==> config.mk <==
export PLATFORM = sky130hd
export DESIGN_NAME = mips_subset_execute_unit_top
export DESIGN_NICKNAME = d
export VERILOG_FILES = /design/src/rtl/core/mseu_pkg.sv /design/src/rtl/core/mseu_ram.sv /design/src/rtl/core/mseu_exec.sv /design/src/rtl/core/mips_subset_execute_unit_top.sv
export SDC_FILE = /design/constraint.sdc
export NUM_CORES = 2
export LEC_CHECK = 0
export ABC_CLOCK_PERIOD_IN_PS = 19000
export BUFFER_PORTS_ARGS = -buffer_cell sky130_fd_sc_hd__buf_2
export CAP_MARGIN = 10
export CELL_PAD_IN_SITES_DETAIL_PLACEMENT = 1
export CELL_PAD_IN_SITES_GLOBAL_PLACEMENT = 2
export CORE_MARGIN = 5
export CORE_UTILIZATION = 40
export DETAILED_ROUTE_END_ITERATION = 10
export HOLD_SLACK_MARGIN = 0.1
export MAX_ROUTING_LAYER = met4
export PLACE_DENSITY = 0.78
export SKIP_CTS_REPAIR_TIMING = 1
export SYNTH_ARGS = -nofsm -noshare
export SYNTH_HDL_FRONTEND = slang
export SYNTH_HIERARCHICAL = 1
export SYNTH_SLANG_ARGS = --single-unit
==> constraint.sdc <==
create_clock -name clock -period 19 [get_ports clock]
set_input_delay 3.8 -clock clock [delete_from_list [all_inputs] [get_ports clock]]
set_output_delay 3.8 -clock clock [all_outputs]
set_load 0.005 [all_outputs]
==> src/rtl/core/mseu_pkg.sv <==
// shared types, codes and defaults for the execute unit
package mseu_pkg;

   localparam int INDEX_WIDTH_DEF    = 16;
   localparam int REGISTER_COUNT_DEF = 32;

   localparam int REG_NUM_WIDTH = 5;
   localparam int DATA_WIDTH    = 32;
   localparam int IMM_WIDTH     = 16;
   localparam int CMD_WIDTH     = 4;
   localparam int EVENT_WIDTH   = 3;

   // operation codes
   localparam logic [CMD_WIDTH-1:0] CMD_ADD     = 4'd0;
   localparam logic [CMD_WIDTH-1:0] CMD_SUB     = 4'd1;
   localparam logic [CMD_WIDTH-1:0] CMD_SLT     = 4'd2;
   localparam logic [CMD_WIDTH-1:0] CMD_MUL     = 4'd3;
   localparam logic [CMD_WIDTH-1:0] CMD_BEQ     = 4'd4;
   localparam logic [CMD_WIDTH-1:0] CMD_BNE     = 4'd5;
   localparam logic [CMD_WIDTH-1:0] CMD_ADDI    = 4'd6;
   localparam logic [CMD_WIDTH-1:0] CMD_ORI     = 4'd7;
   localparam logic [CMD_WIDTH-1:0] CMD_LUI     = 4'd8;
   localparam logic [CMD_WIDTH-1:0] CMD_SYSCALL = 4'd9;

   // event codes
   localparam logic [EVENT_WIDTH-1:0] EV_NORMAL     = 3'd0;
   localparam logic [EVENT_WIDTH-1:0] EV_PRINT_INT  = 3'd1;
   localparam logic [EVENT_WIDTH-1:0] EV_PRINT_CHAR = 3'd2;
   localparam logic [EVENT_WIDTH-1:0] EV_EXIT       = 3'd3;
   localparam logic [EVENT_WIDTH-1:0] EV_BAD_SYS    = 3'd4;
   localparam logic [EVENT_WIDTH-1:0] EV_HALTED     = 3'd5;

   // syscall codes found in register 2
   localparam logic [DATA_WIDTH-1:0] SYS_PRINT_INT  = 32'd1;
   localparam logic [DATA_WIDTH-1:0] SYS_EXIT       = 32'd10;
   localparam logic [DATA_WIDTH-1:0] SYS_PRINT_CHAR = 32'd11;

   localparam logic [REG_NUM_WIDTH-1:0] REG_SYS_CODE = 5'd2;
   localparam logic [REG_NUM_WIDTH-1:0] REG_SYS_ARG  = 5'd4;

   localparam int                    LUI_SHIFT = 16;
   localparam logic [DATA_WIDTH-1:0] CHAR_MASK = 32'h0000_00FF;

   typedef struct packed {
      logic [EVENT_WIDTH-1:0]   event_kind;
      logic [DATA_WIDTH-1:0]    print_value;
      logic                     write_enable;
      logic [REG_NUM_WIDTH-1:0] write_reg;
      logic [DATA_WIDTH-1:0]    write_value;
      logic                     halt_set;
   } exec_res_type;

endpackage

==> src/rtl/core/mseu_ram.sv <==
// generic single write, single read ram with registered read data
module mseu_ram #(
   parameter int WIDTH = 32,
   parameter int DEPTH = 32
) (
   input  logic                     clock,
   input  logic                     wr_en,
   input  logic [$clog2(DEPTH)-1:0] wr_addr,
   input  logic [WIDTH-1:0]         wr_data,
   input  logic                     rd_en,
   input  logic [$clog2(DEPTH)-1:0] rd_addr,
   output logic [WIDTH-1:0]         rd_data
);

   logic [WIDTH-1:0] mem_ff [DEPTH];
   logic [WIDTH-1:0] rd_data_ff;

   always_ff @(posedge clock) begin
      if (wr_en) begin
         mem_ff[wr_addr] <= wr_data;
      end
      if (rd_en) begin
         rd_data_ff <= mem_ff[rd_addr];
      end
   end

   assign rd_data = rd_data_ff;

endmodule

==> src/rtl/core/mseu_exec.sv <==
// combinational execute logic: alu, branch target, syscall decode
module mseu_exec #(
   parameter int INDEX_WIDTH    = mseu_pkg::INDEX_WIDTH_DEF,
   parameter int REGISTER_COUNT = mseu_pkg::REGISTER_COUNT_DEF
) (
   input  logic [mseu_pkg::CMD_WIDTH-1:0]     cmd,
   input  logic [mseu_pkg::REG_NUM_WIDTH-1:0] dest_reg,
   input  logic [mseu_pkg::REG_NUM_WIDTH-1:0] rt_reg,
   input  logic [mseu_pkg::IMM_WIDTH-1:0]     imm,
   input  logic [mseu_pkg::DATA_WIDTH-1:0]    opnd_a,
   input  logic [mseu_pkg::DATA_WIDTH-1:0]    opnd_b,
   input  logic [mseu_pkg::DATA_WIDTH-1:0]    sys_code,
   input  logic [mseu_pkg::DATA_WIDTH-1:0]    sys_arg,
   input  logic [INDEX_WIDTH-1:0]             index,
   input  logic                               halted,
   output mseu_pkg::exec_res_type             res,
   output logic [INDEX_WIDTH-1:0]             next_index
);

   logic [mseu_pkg::DATA_WIDTH-1:0]    imm_sx;
   logic [INDEX_WIDTH-1:0]             index_inc;
   logic [INDEX_WIDTH-1:0]             index_tgt;
   logic                               wr_raw;
   logic [mseu_pkg::REG_NUM_WIDTH-1:0] wr_reg_raw;
   logic [mseu_pkg::DATA_WIDTH-1:0]    wr_val_raw;
   logic                               wr_ok;

   assign imm_sx    = {{(mseu_pkg::DATA_WIDTH - mseu_pkg::IMM_WIDTH){imm[mseu_pkg::IMM_WIDTH-1]}},
                       imm};
   assign index_inc = index + INDEX_WIDTH'(1);
   assign index_tgt = index + imm_sx[INDEX_WIDTH-1:0];

   always_comb begin
      res          = '0;
      next_index   = index_inc;
      wr_raw       = 1'b0;
      wr_reg_raw   = dest_reg;
      wr_val_raw   = '0;
      if (halted) begin
         res.event_kind = mseu_pkg::EV_HALTED;
         next_index     = index;
      end else begin
         case (cmd)
            mseu_pkg::CMD_ADD: begin
               wr_raw     = 1'b1;
               wr_val_raw = opnd_a + opnd_b;
            end
            mseu_pkg::CMD_SUB: begin
               wr_raw     = 1'b1;
               wr_val_raw = opnd_a - opnd_b;
            end
            mseu_pkg::CMD_SLT: begin
               wr_raw     = 1'b1;
               wr_val_raw = {31'd0, $signed(opnd_a) < $signed(opnd_b)};
            end
            mseu_pkg::CMD_MUL: begin
               wr_raw     = 1'b1;
               wr_val_raw = opnd_a * opnd_b;
            end
            mseu_pkg::CMD_BEQ: begin
               if (opnd_a == opnd_b) begin
                  next_index = index_tgt;
               end
            end
            mseu_pkg::CMD_BNE: begin
               if (opnd_a != opnd_b) begin
                  next_index = index_tgt;
               end
            end
            mseu_pkg::CMD_ADDI: begin
               wr_raw     = 1'b1;
               wr_reg_raw = rt_reg;
               wr_val_raw = opnd_a + imm_sx;
            end
            mseu_pkg::CMD_ORI: begin
               wr_raw     = 1'b1;
               wr_reg_raw = rt_reg;
               wr_val_raw = opnd_a | imm_sx;
            end
            mseu_pkg::CMD_LUI: begin
               wr_raw     = 1'b1;
               wr_reg_raw = rt_reg;
               wr_val_raw = {16'd0, imm} << mseu_pkg::LUI_SHIFT;
            end
            mseu_pkg::CMD_SYSCALL: begin
               if (sys_code == mseu_pkg::SYS_PRINT_INT) begin
                  res.event_kind  = mseu_pkg::EV_PRINT_INT;
                  res.print_value = sys_arg;
               end else if (sys_code == mseu_pkg::SYS_PRINT_CHAR) begin
                  res.event_kind  = mseu_pkg::EV_PRINT_CHAR;
                  res.print_value = sys_arg & mseu_pkg::CHAR_MASK;
               end else if (sys_code == mseu_pkg::SYS_EXIT) begin
                  res.event_kind = mseu_pkg::EV_EXIT;
                  res.halt_set   = 1'b1;
                  next_index     = index;
               end else begin
                  res.event_kind = mseu_pkg::EV_BAD_SYS;
                  res.halt_set   = 1'b1;
                  next_index     = index;
               end
            end
            default: begin
            end
         endcase
      end
      // register zero and numbers past the file never take a write
      wr_ok = wr_raw && (wr_reg_raw != '0) &&
              ({1'b0, wr_reg_raw} < (mseu_pkg::REG_NUM_WIDTH + 1)'(REGISTER_COUNT));
      if (wr_ok) begin
         res.write_enable = 1'b1;
         res.write_reg    = wr_reg_raw;
         res.write_value  = wr_val_raw;
      end
   end

endmodule

==> src/rtl/core/mips_subset_execute_unit_top.sv <==
// top level of the decoded-instruction execute unit
// Executes one decoded instruction per word and returns one result word per
// instruction, at one word per cycle sustained while rsp_stall is low. A word
// is taken into an input register at the edge it is accepted; at that edge
// both source registers are read from two copies of the register file ram
// (read data registered), with a bypass for a write landing in the same
// cycle. Once the result register is free, the alu, branch target and
// syscall decode run in one pass and their outputs load the result register
// while the register file, the instruction index and the halted flag update
// at the same edge, so each word sees everything the word before it did.
// Register file entries read as zero until first written (one valid bit per
// entry, cleared at reset, no clearing pass); registers 2 and 4 are also
// kept in flip-flops for syscall decode. Once an exit or an unknown syscall
// halts the unit, every later word reports the ignored event and changes
// nothing until reset.
module mips_subset_execute_unit_top #(
   parameter int INDEX_WIDTH    = mseu_pkg::INDEX_WIDTH_DEF,
   parameter int REGISTER_COUNT = mseu_pkg::REGISTER_COUNT_DEF
) (
   input  logic                                      clock,
   input  logic                                      reset,
   // instruction channel
   input  logic                                      req_valid,
   output logic                                      req_stall,
   input  logic [mseu_pkg::CMD_WIDTH-1:0]            req_cmd,
   input  logic [mseu_pkg::REG_NUM_WIDTH-1:0]        req_dest_reg,
   input  logic [mseu_pkg::REG_NUM_WIDTH-1:0]        req_src_a_reg,
   input  logic [mseu_pkg::REG_NUM_WIDTH-1:0]        req_src_b_reg,
   input  logic signed [mseu_pkg::IMM_WIDTH-1:0]     req_immediate,
   // result channel
   output logic                                      rsp_valid,
   input  logic                                      rsp_stall,
   output logic [mseu_pkg::EVENT_WIDTH-1:0]          rsp_event_kind,
   output logic signed [mseu_pkg::DATA_WIDTH-1:0]    rsp_print_value,
   output logic                                      rsp_write_enable,
   output logic [mseu_pkg::REG_NUM_WIDTH-1:0]        rsp_write_reg,
   output logic signed [mseu_pkg::DATA_WIDTH-1:0]    rsp_write_value,
   output logic [INDEX_WIDTH-1:0]                    rsp_next_index
);

   localparam int AW = $clog2(REGISTER_COUNT);
   localparam int RW = mseu_pkg::REG_NUM_WIDTH;
   localparam int DW = mseu_pkg::DATA_WIDTH;

   // handshake
   logic in_vld_ff, in_vld_in;
   logic out_vld_ff, out_vld_in;
   logic req_acc;
   logic exec_go;

   // input stage
   logic [mseu_pkg::CMD_WIDTH-1:0] in_cmd_ff;
   logic [RW-1:0]                  in_dest_ff;
   logic [RW-1:0]                  in_rt_ff;
   logic [mseu_pkg::IMM_WIDTH-1:0] in_imm_ff;
   logic                           a_ok_ff, a_ok_in;
   logic                           b_ok_ff, b_ok_in;
   logic                           a_fwd_ff, a_fwd_in;
   logic                           b_fwd_ff, b_fwd_in;
   logic [DW-1:0]                  fwd_val_ff;

   // architectural state
   logic [REGISTER_COUNT-1:0] rf_vld_ff, rf_vld_in;
   logic [DW-1:0]             r2_ff, r2_in;
   logic [DW-1:0]             r4_ff, r4_in;
   logic [INDEX_WIDTH-1:0]    index_ff, index_in;
   logic                      halted_ff, halted_in;

   // result stage
   logic [mseu_pkg::EVENT_WIDTH-1:0] rsp_event_kind_ff;
   logic [DW-1:0]                    rsp_print_value_ff;
   logic                             rsp_write_enable_ff;
   logic [RW-1:0]                    rsp_write_reg_ff;
   logic [DW-1:0]                    rsp_write_value_ff;
   logic [INDEX_WIDTH-1:0]           rsp_next_index_ff;

   // datapath
   logic                   rng_a, rng_b;
   logic                   wb_en;
   logic [DW-1:0]          ram_a_q, ram_b_q;
   logic [DW-1:0]          opnd_a, opnd_b;
   mseu_pkg::exec_res_type exec_res;
   logic [INDEX_WIDTH-1:0] exec_next;

   // the input register moves on whenever the result register is free
   assign exec_go   = in_vld_ff && (!out_vld_ff || !rsp_stall);
   assign req_stall = in_vld_ff && !exec_go;
   assign req_acc   = req_valid && !req_stall;
   assign wb_en     = exec_go && exec_res.write_enable;

   assign in_vld_in  = req_acc || (in_vld_ff && !exec_go);
   assign out_vld_in = exec_go || (out_vld_ff && rsp_stall);

   // source numbers that name a real, nonzero register
   assign rng_a = (req_src_a_reg != '0) && ({1'b0, req_src_a_reg} < (RW + 1)'(REGISTER_COUNT));
   assign rng_b = (req_src_b_reg != '0) && ({1'b0, req_src_b_reg} < (RW + 1)'(REGISTER_COUNT));

   // bypass for a write retiring at the same edge as the ram read
   assign a_fwd_in = wb_en && (exec_res.write_reg == req_src_a_reg);
   assign b_fwd_in = wb_en && (exec_res.write_reg == req_src_b_reg);
   assign a_ok_in  = rng_a && (rf_vld_ff[req_src_a_reg[AW-1:0]] || a_fwd_in);
   assign b_ok_in  = rng_b && (rf_vld_ff[req_src_b_reg[AW-1:0]] || b_fwd_in);

   // operand select: bypass, then ram if ever written, else zero
   assign opnd_a = a_fwd_ff ? fwd_val_ff : (a_ok_ff ? ram_a_q : '0);
   assign opnd_b = b_fwd_ff ? fwd_val_ff : (b_ok_ff ? ram_b_q : '0);

   // register file state updates
   always_comb begin
      rf_vld_in = rf_vld_ff;
      r2_in     = r2_ff;
      r4_in     = r4_ff;
      if (wb_en) begin
         rf_vld_in[exec_res.write_reg[AW-1:0]] = 1'b1;
         if (exec_res.write_reg == mseu_pkg::REG_SYS_CODE) begin
            r2_in = exec_res.write_value;
         end
         if (exec_res.write_reg == mseu_pkg::REG_SYS_ARG) begin
            r4_in = exec_res.write_value;
         end
      end
   end

   // index and halt follow the executed word (exec keeps them when halted)
   assign index_in  = exec_go ? exec_next : index_ff;
   assign halted_in = halted_ff || (exec_go && exec_res.halt_set);

   // two ram copies give two source reads per cycle
   mseu_ram #(
      .WIDTH (DW),
      .DEPTH (REGISTER_COUNT)
   ) u_rf_a (
      .clock   (clock),
      .wr_en   (wb_en),
      .wr_addr (exec_res.write_reg[AW-1:0]),
      .wr_data (exec_res.write_value),
      .rd_en   (req_acc),
      .rd_addr (req_src_a_reg[AW-1:0]),
      .rd_data (ram_a_q)
   );

   mseu_ram #(
      .WIDTH (DW),
      .DEPTH (REGISTER_COUNT)
   ) u_rf_b (
      .clock   (clock),
      .wr_en   (wb_en),
      .wr_addr (exec_res.write_reg[AW-1:0]),
      .wr_data (exec_res.write_value),
      .rd_en   (req_acc),
      .rd_addr (req_src_b_reg[AW-1:0]),
      .rd_data (ram_b_q)
   );

   mseu_exec #(
      .INDEX_WIDTH    (INDEX_WIDTH),
      .REGISTER_COUNT (REGISTER_COUNT)
   ) u_exec (
      .cmd        (in_cmd_ff),
      .dest_reg   (in_dest_ff),
      .rt_reg     (in_rt_ff),
      .imm        (in_imm_ff),
      .opnd_a     (opnd_a),
      .opnd_b     (opnd_b),
      .sys_code   (r2_ff),
      .sys_arg    (r4_ff),
      .index      (index_ff),
      .halted     (halted_ff),
      .res        (exec_res),
      .next_index (exec_next)
   );

   // control state
   always_ff @(posedge clock) begin
      if (reset) begin
         in_vld_ff  <= 1'b0;
         out_vld_ff <= 1'b0;
         rf_vld_ff  <= '0;
         r2_ff      <= '0;
         r4_ff      <= '0;
         index_ff   <= '0;
         halted_ff  <= 1'b0;
      end else begin
         in_vld_ff  <= in_vld_in;
         out_vld_ff <= out_vld_in;
         rf_vld_ff  <= rf_vld_in;
         r2_ff      <= r2_in;
         r4_ff      <= r4_in;
         index_ff   <= index_in;
         halted_ff  <= halted_in;
      end
   end

   // input stage payload
   always_ff @(posedge clock) begin
      if (req_acc) begin
         in_cmd_ff  <= req_cmd;
         in_dest_ff <= req_dest_reg;
         in_rt_ff   <= req_src_b_reg;
         in_imm_ff  <= req_immediate;
         a_ok_ff    <= a_ok_in;
         b_ok_ff    <= b_ok_in;
         a_fwd_ff   <= a_fwd_in;
         b_fwd_ff   <= b_fwd_in;
         fwd_val_ff <= exec_res.write_value;
      end
   end

   // result stage payload
   always_ff @(posedge clock) begin
      if (exec_go) begin
         rsp_event_kind_ff   <= exec_res.event_kind;
         rsp_print_value_ff  <= exec_res.print_value;
         rsp_write_enable_ff <= exec_res.write_enable;
         rsp_write_reg_ff    <= exec_res.write_reg;
         rsp_write_value_ff  <= exec_res.write_value;
         rsp_next_index_ff   <= exec_next;
      end
   end

   assign rsp_valid        = out_vld_ff;
   assign rsp_event_kind   = rsp_event_kind_ff;
   assign rsp_print_value  = rsp_print_value_ff;
   assign rsp_write_enable = rsp_write_enable_ff;
   assign rsp_write_reg    = rsp_write_reg_ff;
   assign rsp_write_value  = rsp_write_value_ff;
   assign rsp_next_index   = rsp_next_index_ff;

   // checks

   // a halted unit only ever reports ignored words
   a_halted_ignores: assert property (@(posedge clock) disable iff (reset)
      halted_ff && exec_go |-> exec_res.event_kind == mseu_pkg::EV_HALTED)
      else $error("word executed while halted");

   // a word executed while halted leaves the index alone
   a_halted_index: assert property (@(posedge clock) disable iff (reset)
      halted_ff && exec_go |=> index_ff == $past(index_ff))
      else $error("index moved while halted");

   // input side only stalls on a full input register
   a_stall_full: assert property (@(posedge clock) disable iff (reset)
      req_stall |-> in_vld_ff && out_vld_ff && rsp_stall)
      else $error("input stalled without a blocked result");

   // register zero never becomes valid
   a_reg0_clear: assert property (@(posedge clock) disable iff (reset)
      wb_en |-> exec_res.write_reg != '0)
      else $error("write to register zero");

endmodule
Yosys cells after proc, flatten, opt, wreduce, memory -nomap -nowiden
Memories as Yosys holds them, arrays and structs flattened. A register that Yosys moved wholly into a read port is not among the register bits.
Index checks and enable logic that the tools add are counted.
{"block": "word_totals", "output_inout_bits": 91, "ram_bits": 2048, "in_bits": 39, "memories": 2, "regBits": 270, "elab_cells": 123}
{"block": "op_classes", "bitwise": 3, "n_eq_ne": 18, "muxes": 34, "order_cmp": 5, "n_addsub": 5, "reduce_logical": 32, "n_mul": 1}
{"memory": "u_rf_a.mem_ff", "depth": 32, "width": 32, "rd": 1, "rd_clocked_by_memory_dff": 1, "wr": 1, "line": "mseu_ram.sv:15", "text": "logic [WIDTH-1:0] mem_ff [DEPTH];"}
{"memory": "u_rf_b.mem_ff", "depth": 32, "width": 32, "rd": 1, "rd_clocked_by_memory_dff": 1, "wr": 1, "line": "mseu_ram.sv:15"}
{"op": "$pmux 32 s7", "n": 1}
{"op": "$mux 32", "n": 5}
{"op": "$mux 16", "n": 5}
{"op": "$mux 35", "n": 2}
{"op": "$add 32x32->32", "n": 2}
{"op": "$eq 32x4->1 const B", "n": 2}
{"op": "$or 32x32->32", "n": 2}
{"op": "$pmux 16 s3", "n": 1}
{"op": "$mux 38", "n": 1}
{"op": "$eq 32x1->1 const B", "n": 1}
{"op": "$eq 32x32->1", "n": 1}
{"op": "$lt 32x32->1", "n": 1}
{"op": "$mul 32x32->32", "n": 1}
{"op": "$ne 32x32->1", "n": 1}
{"op": "$sub 32x32->32", "n": 1}
{"op": "$lt 5x6->1 const B", "n": 3}
{"op": "$add 16x1->16 const B", "n": 1}
{"op": "$add 16x16->16", "n": 1}
{"op": "$eq 4x3->1 const B", "n": 4}
{"op": "$reduce_bool 5->1", "n": 3}
{"op": "$logic_and 1x1->1", "n": 12}
{"op": "$mux 1", "n": 11}
{"op": "$bmux 1 s5", "n": 2}
{"op": "$eq 5x5->1", "n": 2}
{"op": "18 further kinds", "n": 32}

Depth between registers and ports, before layout
{"block": "logic_depth", "ltp_word": 12, "depth_mapped": 34, "ltp_nobuf": 30}

Cells and area by module
Netlist, hierarchy kept.
{"module": "mseu_ram", "cells_each": 2260, "seq_area_each_um2": 31710.4, "area_each_um2": 40805.4, "instances": 2}
{"module": "mseu_exec", "cells_each": 2711, "seq_area_each_um2": 0.0, "area_each_um2": 21768.4, "instances": 1}
{"module": "mips_subset_execute_unit_top", "cells_each": 794, "seq_area_each_um2": 6956.7, "area_each_um2": 9983.3, "instances": 1}

Worst setup path before layout
No wires, ideal clock.
{"block": "synth_path", "path_kind": "input-to-reg", "start": "input port rsp_stall", "end": "register a_fwd_ff (enable)", "n_path_buf": 0, "cell_stages": 2, "arrival_ps": 9751, "t_required_ps": 18364, "path_slack_ps": 8612, "setup_ps": 636, "path_cell_list": "and3_1 nor2b_1"}
{"block": "synth_between", "elab_chain_cells": 7}
{"item": "start: declaration", "line": "mips_subset_execute_unit_top.sv:32", "text": "input logic rsp_stall,"}
{"item": "$logic_not 1->1", "line": "mips_subset_execute_unit_top.sv:86", "text": "assign exec_go = in_vld_ff && (!out_vld_ff || !rsp_stall);"}
{"item": "$logic_or 1x1->1", "line": "mips_subset_execute_unit_top.sv:86"}
{"item": "$logic_and 1x1->1", "line": "mips_subset_execute_unit_top.sv:86"}
{"item": "$logic_not 1->1", "line": "mips_subset_execute_unit_top.sv:87", "text": "assign req_stall = in_vld_ff && !exec_go;"}
{"item": "$logic_and 1x1->1", "line": "mips_subset_execute_unit_top.sv:87"}
{"item": "$logic_not 1->1", "line": "mips_subset_execute_unit_top.sv:88", "text": "assign req_acc = req_valid && !req_stall;"}
{"item": "$logic_and 1x1->1", "line": "mips_subset_execute_unit_top.sv:88"}
{"item": "net req_acc", "line": "mips_subset_execute_unit_top.sv:48", "text": "logic req_acc;"}
{"item": "end signal: assignment", "line": "mips_subset_execute_unit_top.sv:203", "text": "a_fwd_ff <= a_fwd_in;"}
{"item": "end: declaration", "line": "mips_subset_execute_unit_top.sv:58", "text": "logic a_fwd_ff, a_fwd_in;"}
The timed path passes the listed nets, and every way through them passes these cells.
A chain may end at the register's enable or synchronous reset.

==> out/qor.log <==
[status] result of the run completed
[clocking] worst-case clock buffer depth 4
[timing] RSZ-0062 raised after global routing no
[synth] summed instance area of the synthesized netlist 113,000 um2
[floorplan] die outline area 294,000 um2
[detailed_routing] DRC violation count after routing 0
[power] net load switching power 3710 uW
[timing] clock tree skew after final layout 0.0595 ns
[power] fraction of power spent switching nets 27.6%
[global_routing] number of global-route vias before repair 74,300
[timing] final period demand of the worst path 10.95 ns
[global_routing] first-pass GRT wire length 510,000 um
[layout] final standard cell utilization of the core 45.2%
[timing] Least-Margin Pin Slew 1.34 ns
[clocking] source-to-sink clock delay at the later pin of the worst-skew pair 0.88 ns
[timing] hold slack final 0.458 ns
[power] leakage dissipation 0.0474 uW
[synth] number of register bits inferred by synthesis 2,382
[floorplan] Initial Utilization 40.2%
[power] power density normalized to cell area 105 nW/um2
[critical_path] maximum fanout encountered on the critical timing path 68
[power] internal power component 9740 uW
[detailed_routing] number of nets still failing antenna checks after routing 0
[detailed_routing] DR WL/cell 28.7 um
[place] Final Wtd Congestion 0.884
[critical_path] critical path arrival 11.45 ns
[floorplan] Core Area 282,000 um2
[global_routing] All-Layer GR Usage 24.0%
[floorplan] horizontal die dimension 542 um
[synth] count of cell types in the netlist 88
[clocking] clock buffer count from CTS 262
[global_routing] GRT overflow 0
[timing] number of max-slew violations in the final report 0
[power] Peak supply drop 0.0666 mV
[power] Clk network pwr share 38.1%
[synth] cells after synthesis 8,025
[timing] maximum clock frequency 0.0913 GHz
[power] total power 13,400 uW
[synth] Post-Syn Area per Cell 14.1 um2
[floorplan] die height 542 um
[clocking] clock sink total 2,382
[global_routing] number of antenna violations at the first check in global routing 14
[floorplan] Top-Level Pins 130
[synth] sequential element share of the synthesized area 62.1%
[critical_path] endpoint of the lowest-slack register-to-register path u_rf_a/mem_ff[24][24]
[timing] total negative slack for setup checks 0 ns
[worst_hold_path] worst hold-check path type reg2reg
[synth] top flip-flop cell by instance count after synthesis sky130_fd_sc_hd__edfxtp_1
[detailed_routing] starting DRC count in detailed routing 5,814
[detailed_routing] number of vias per cell 5.71
[critical_path] Reg2Reg Depth 25
[critical_path] WP data required 19.50 ns
[synth] net count after synthesis 8,693
[synth] cells taking the most area after synthesis sky130_fd_sc_hd__edfxtp_1 (60%), sky130_fd_sc_hd__mux2i_1 (9.1%), sky130_fd_sc_hd__fa_1 (7.3%)
[worst_hold_path] Hold Crit Endpoint r4_ff[23]
[synth] number of synthesized flops with an enable pin 2,267
[critical_path] type of the setup path with the least slack reg2reg
[clocking] clock tree from TritonCTS yes
[worst_hold_path] number of stages on the worst hold path 2
[clocking] H-Tree Level Count 5
[layout] fraction of layout cells with a size suffix above 1 10.3%
[layout] Synth-to-Final Area Change 12.7%
[critical_path] reg-to-reg startpoint a_fwd_ff
[synth] Yosys warning count 6
[timing] count of final hold-check violations 0
[layout] largest registers ranked by flip-flop count u_rf_a/mem_ff x1024, u_rf_b/mem_ff x1024
[worst_hold_path] hold_sp r4_ff[23]
[place] detailed-placement wirelength estimate 208,000 um
[timing] share of the clock period used by the worst path 57.6%
[power] share of power burned in registers 44.0%
[critical_path] Worst R2R Setup Slack 8.05 ns
[critical_path] crit path launch type register
[timing] count of endpoints failing setup in the final report 0
[floorplan] number of placement rows 195
[clocking] root buf cell sky130_fd_sc_hd__clkbuf_16
[synth] library cell occupying the most area in the post-synthesis netlist sky130_fd_sc_hd__edfxtp_1
[job] max-cap violations 0
[detailed_routing] detailed-route wire length 349,000 um
[detailed_routing] via count of the routed design 69,300
[layout] number of nets in the layout 8,851
[power] Logic pwr share 17.8%
[detailed_routing] detailed-routing iteration count for the pre-antenna-repair pass 6
[synth] share of the synthesized area in the top cell type 60.1%
[synth] Async SR Flop Fraction 0%
[critical_path] Critical Path Source a_fwd_ff
[global_routing] maximum number of pins on one net before global-route repair 153
[timing] worst relative slew slack 11.0%
[critical_path] capturing element type of the critical path register
[place] PortBufs 129
[clocking] clock slew at the register clock pins of the worst setup and hold paths 0.06 ns
[kinds of logic after synthesis]
group / after synthesis / synth area share, %
xor gates and xnor gates: 161 / 1.24
buffers and inverters: 891 / 3.48
and+or+nand+nor: 1720 / 7.09
DFF: 2382 / 62.1
muxes: 1055 / 9.54
AOI/OAI and AO/OA: 1187 / 6.90
adders and majority gates: 629 / 9.66
[cell usage in the layout (no fill, tap or decap), types with 90 or more instances in the layout]
cell type                      n
sky130_fd_sc_hd__buf_4       201
sky130_fd_sc_hd__buf_2       126
sky130_fd_sc_hd__ha_1        218
sky130_fd_sc_hd__nor3_1       90
sky130_fd_sc_hd__clkbuf_16   276
sky130_fd_sc_hd__o21ai_0     128
sky130_fd_sc_hd__nand2_1     721
sky130_fd_sc_hd__nand3_1     218
sky130_fd_sc_hd__and2_1      256
sky130_fd_sc_hd__inv_1       449
sky130_fd_sc_hd__dfxtp_1     115
sky130_fd_sc_hd__nor2_1      171
sky130_fd_sc_hd__fa_1        411
sky130_fd_sc_hd__mux2i_1    1033
sky130_fd_sc_hd__a22oi_1     197
sky130_fd_sc_hd__edfxtp_1   2267
sky130_fd_sc_hd__a21oi_1     399
sky130_fd_sc_hd__a22o_1      193
sky130_fd_sc_hd__xnor2_1     103
[power by group through the flow]
stage               clock network, uW  registers [uW]  logic, uW
detailed placement                  0            6030       2370
global placement                    0            6030       2320
floorplan                           0            6020       1500
global route                     5470            5920       2600
finish                           5130            5920       2400
CTS                              5230            5920       2400
[cell usage after synthesis, types with 11 or more instances]
master and count:
sky130_fd_sc_hd__and3_1 31, sky130_fd_sc_hd__a31oi_1 83, sky130_fd_sc_hd__mux2i_1 1033, sky130_fd_sc_hd__nor3b_1 16, sky130_fd_sc_hd__ha_1 218, sky130_fd_sc_hd__nand3b_1 12
sky130_fd_sc_hd__edfxtp_1 2267, sky130_fd_sc_hd__a22o_1 193, sky130_fd_sc_hd__o21a_1 17, sky130_fd_sc_hd__a21o_1 29, sky130_fd_sc_hd__clkbuf_1 250, sky130_fd_sc_hd__inv_1 450
sky130_fd_sc_hd__a22oi_1 197, sky130_fd_sc_hd__buf_6 32, sky130_fd_sc_hd__nor2b_1 26, sky130_fd_sc_hd__nand4_1 12, sky130_fd_sc_hd__fa_1 411, sky130_fd_sc_hd__nand2_1 722
sky130_fd_sc_hd__o211ai_1 14, sky130_fd_sc_hd__buf_4 68, sky130_fd_sc_hd__o21bai_1 11, sky130_fd_sc_hd__buf_2 66, sky130_fd_sc_hd__xor2_1 58, sky130_fd_sc_hd__nor4_1 13
sky130_fd_sc_hd__nor3_1 94, sky130_fd_sc_hd__xnor2_1 103, sky130_fd_sc_hd__and2_1 260, sky130_fd_sc_hd__nor2_1 253, sky130_fd_sc_hd__o21ai_1 15, sky130_fd_sc_hd__dfxtp_1 115
sky130_fd_sc_hd__nand2b_1 27, sky130_fd_sc_hd__a21oi_1 406, sky130_fd_sc_hd__nand3_1 218, sky130_fd_sc_hd__o21ai_0 128, sky130_fd_sc_hd__buf_1 18, sky130_fd_sc_hd__a221oi_1 19
[metrics by stage]
stage	cells	setup WS [ns]	instance area, um2
after global placement	11700	8.40	119000
final	12200	8.05	128000
after CTS	12100	8.13	128000
after detailed placement	11700	8.21	119000
after global routing	12100	7.60	128000
after floorplan	8025	8.61	113000
[worst max-delay path: stages, from the launching register on]
cell and delay (ns):
sky130_fd_sc_hd__edfxtp_1 0.82, sky130_fd_sc_hd__nor2b_2 1.10, sky130_fd_sc_hd__a22o_1 0.25, sky130_fd_sc_hd__buf_4 0.38
sky130_fd_sc_hd__inv_2 0.45, sky130_fd_sc_hd__nor2_1 0.30, sky130_fd_sc_hd__fa_1 0.46, sky130_fd_sc_hd__fa_1 0.39
sky130_fd_sc_hd__fa_1 0.49, sky130_fd_sc_hd__inv_1 0.05, sky130_fd_sc_hd__fa_1 0.35, sky130_fd_sc_hd__inv_1 0.10
sky130_fd_sc_hd__fa_1 0.40, sky130_fd_sc_hd__ha_1 0.31, sky130_fd_sc_hd__fa_1 0.51, sky130_fd_sc_hd__fa_1 0.43
sky130_fd_sc_hd__ha_1 0.46, sky130_fd_sc_hd__nand4_1 0.16, sky130_fd_sc_hd__o31ai_1 0.65, sky130_fd_sc_hd__a31oi_1 0.21
sky130_fd_sc_hd__a21oi_1 0.28, sky130_fd_sc_hd__a31oi_1 0.18, sky130_fd_sc_hd__xnor2_1 0.59, sky130_fd_sc_hd__nand2_1 0.20
sky130_fd_sc_hd__a31oi_4 0.19, sky130_fd_sc_hd__buf_4 0.67
[worst max-delay path by stage]
stage          slack [ns]               endpoint  cells past startpoint
3_3_place_gp         8.40              r4_ff[27]                     24
2_1_floorplan        8.61               a_fwd_ff                      2
6_report             8.05  u_rf_a/mem_ff[24][24]                     25
5_1_grt              7.60   u_rf_a/mem_ff[0][24]                     25
3_5_place_dp         8.21   u_rf_a/mem_ff[8][24]                     25
4_1_cts              8.13   u_rf_a/mem_ff[6][24]                     25
[layer usage]
metal / routed length, um / GRT usage, %
met5: 0 / -
met4: 14200 / 8.75
met3: 19000 / 3.04
met2: 168000 / 38.8
met1: 148000 / 31.3
[area by class of cell]
class,count,area [um2]
Clock buffer,342,7200
Fill cell,28000,155000
Sequential cell,2382,70400
Antenna cell,16,40.0
Inverter,452,1700
Tap cell,3743,4680
Timing Repair Buffer,333,2250
Multi-Input combinational cell,4752,40000
Clock inverter,131,1470
Note: power is estimated with default switching activity, not from simulation.
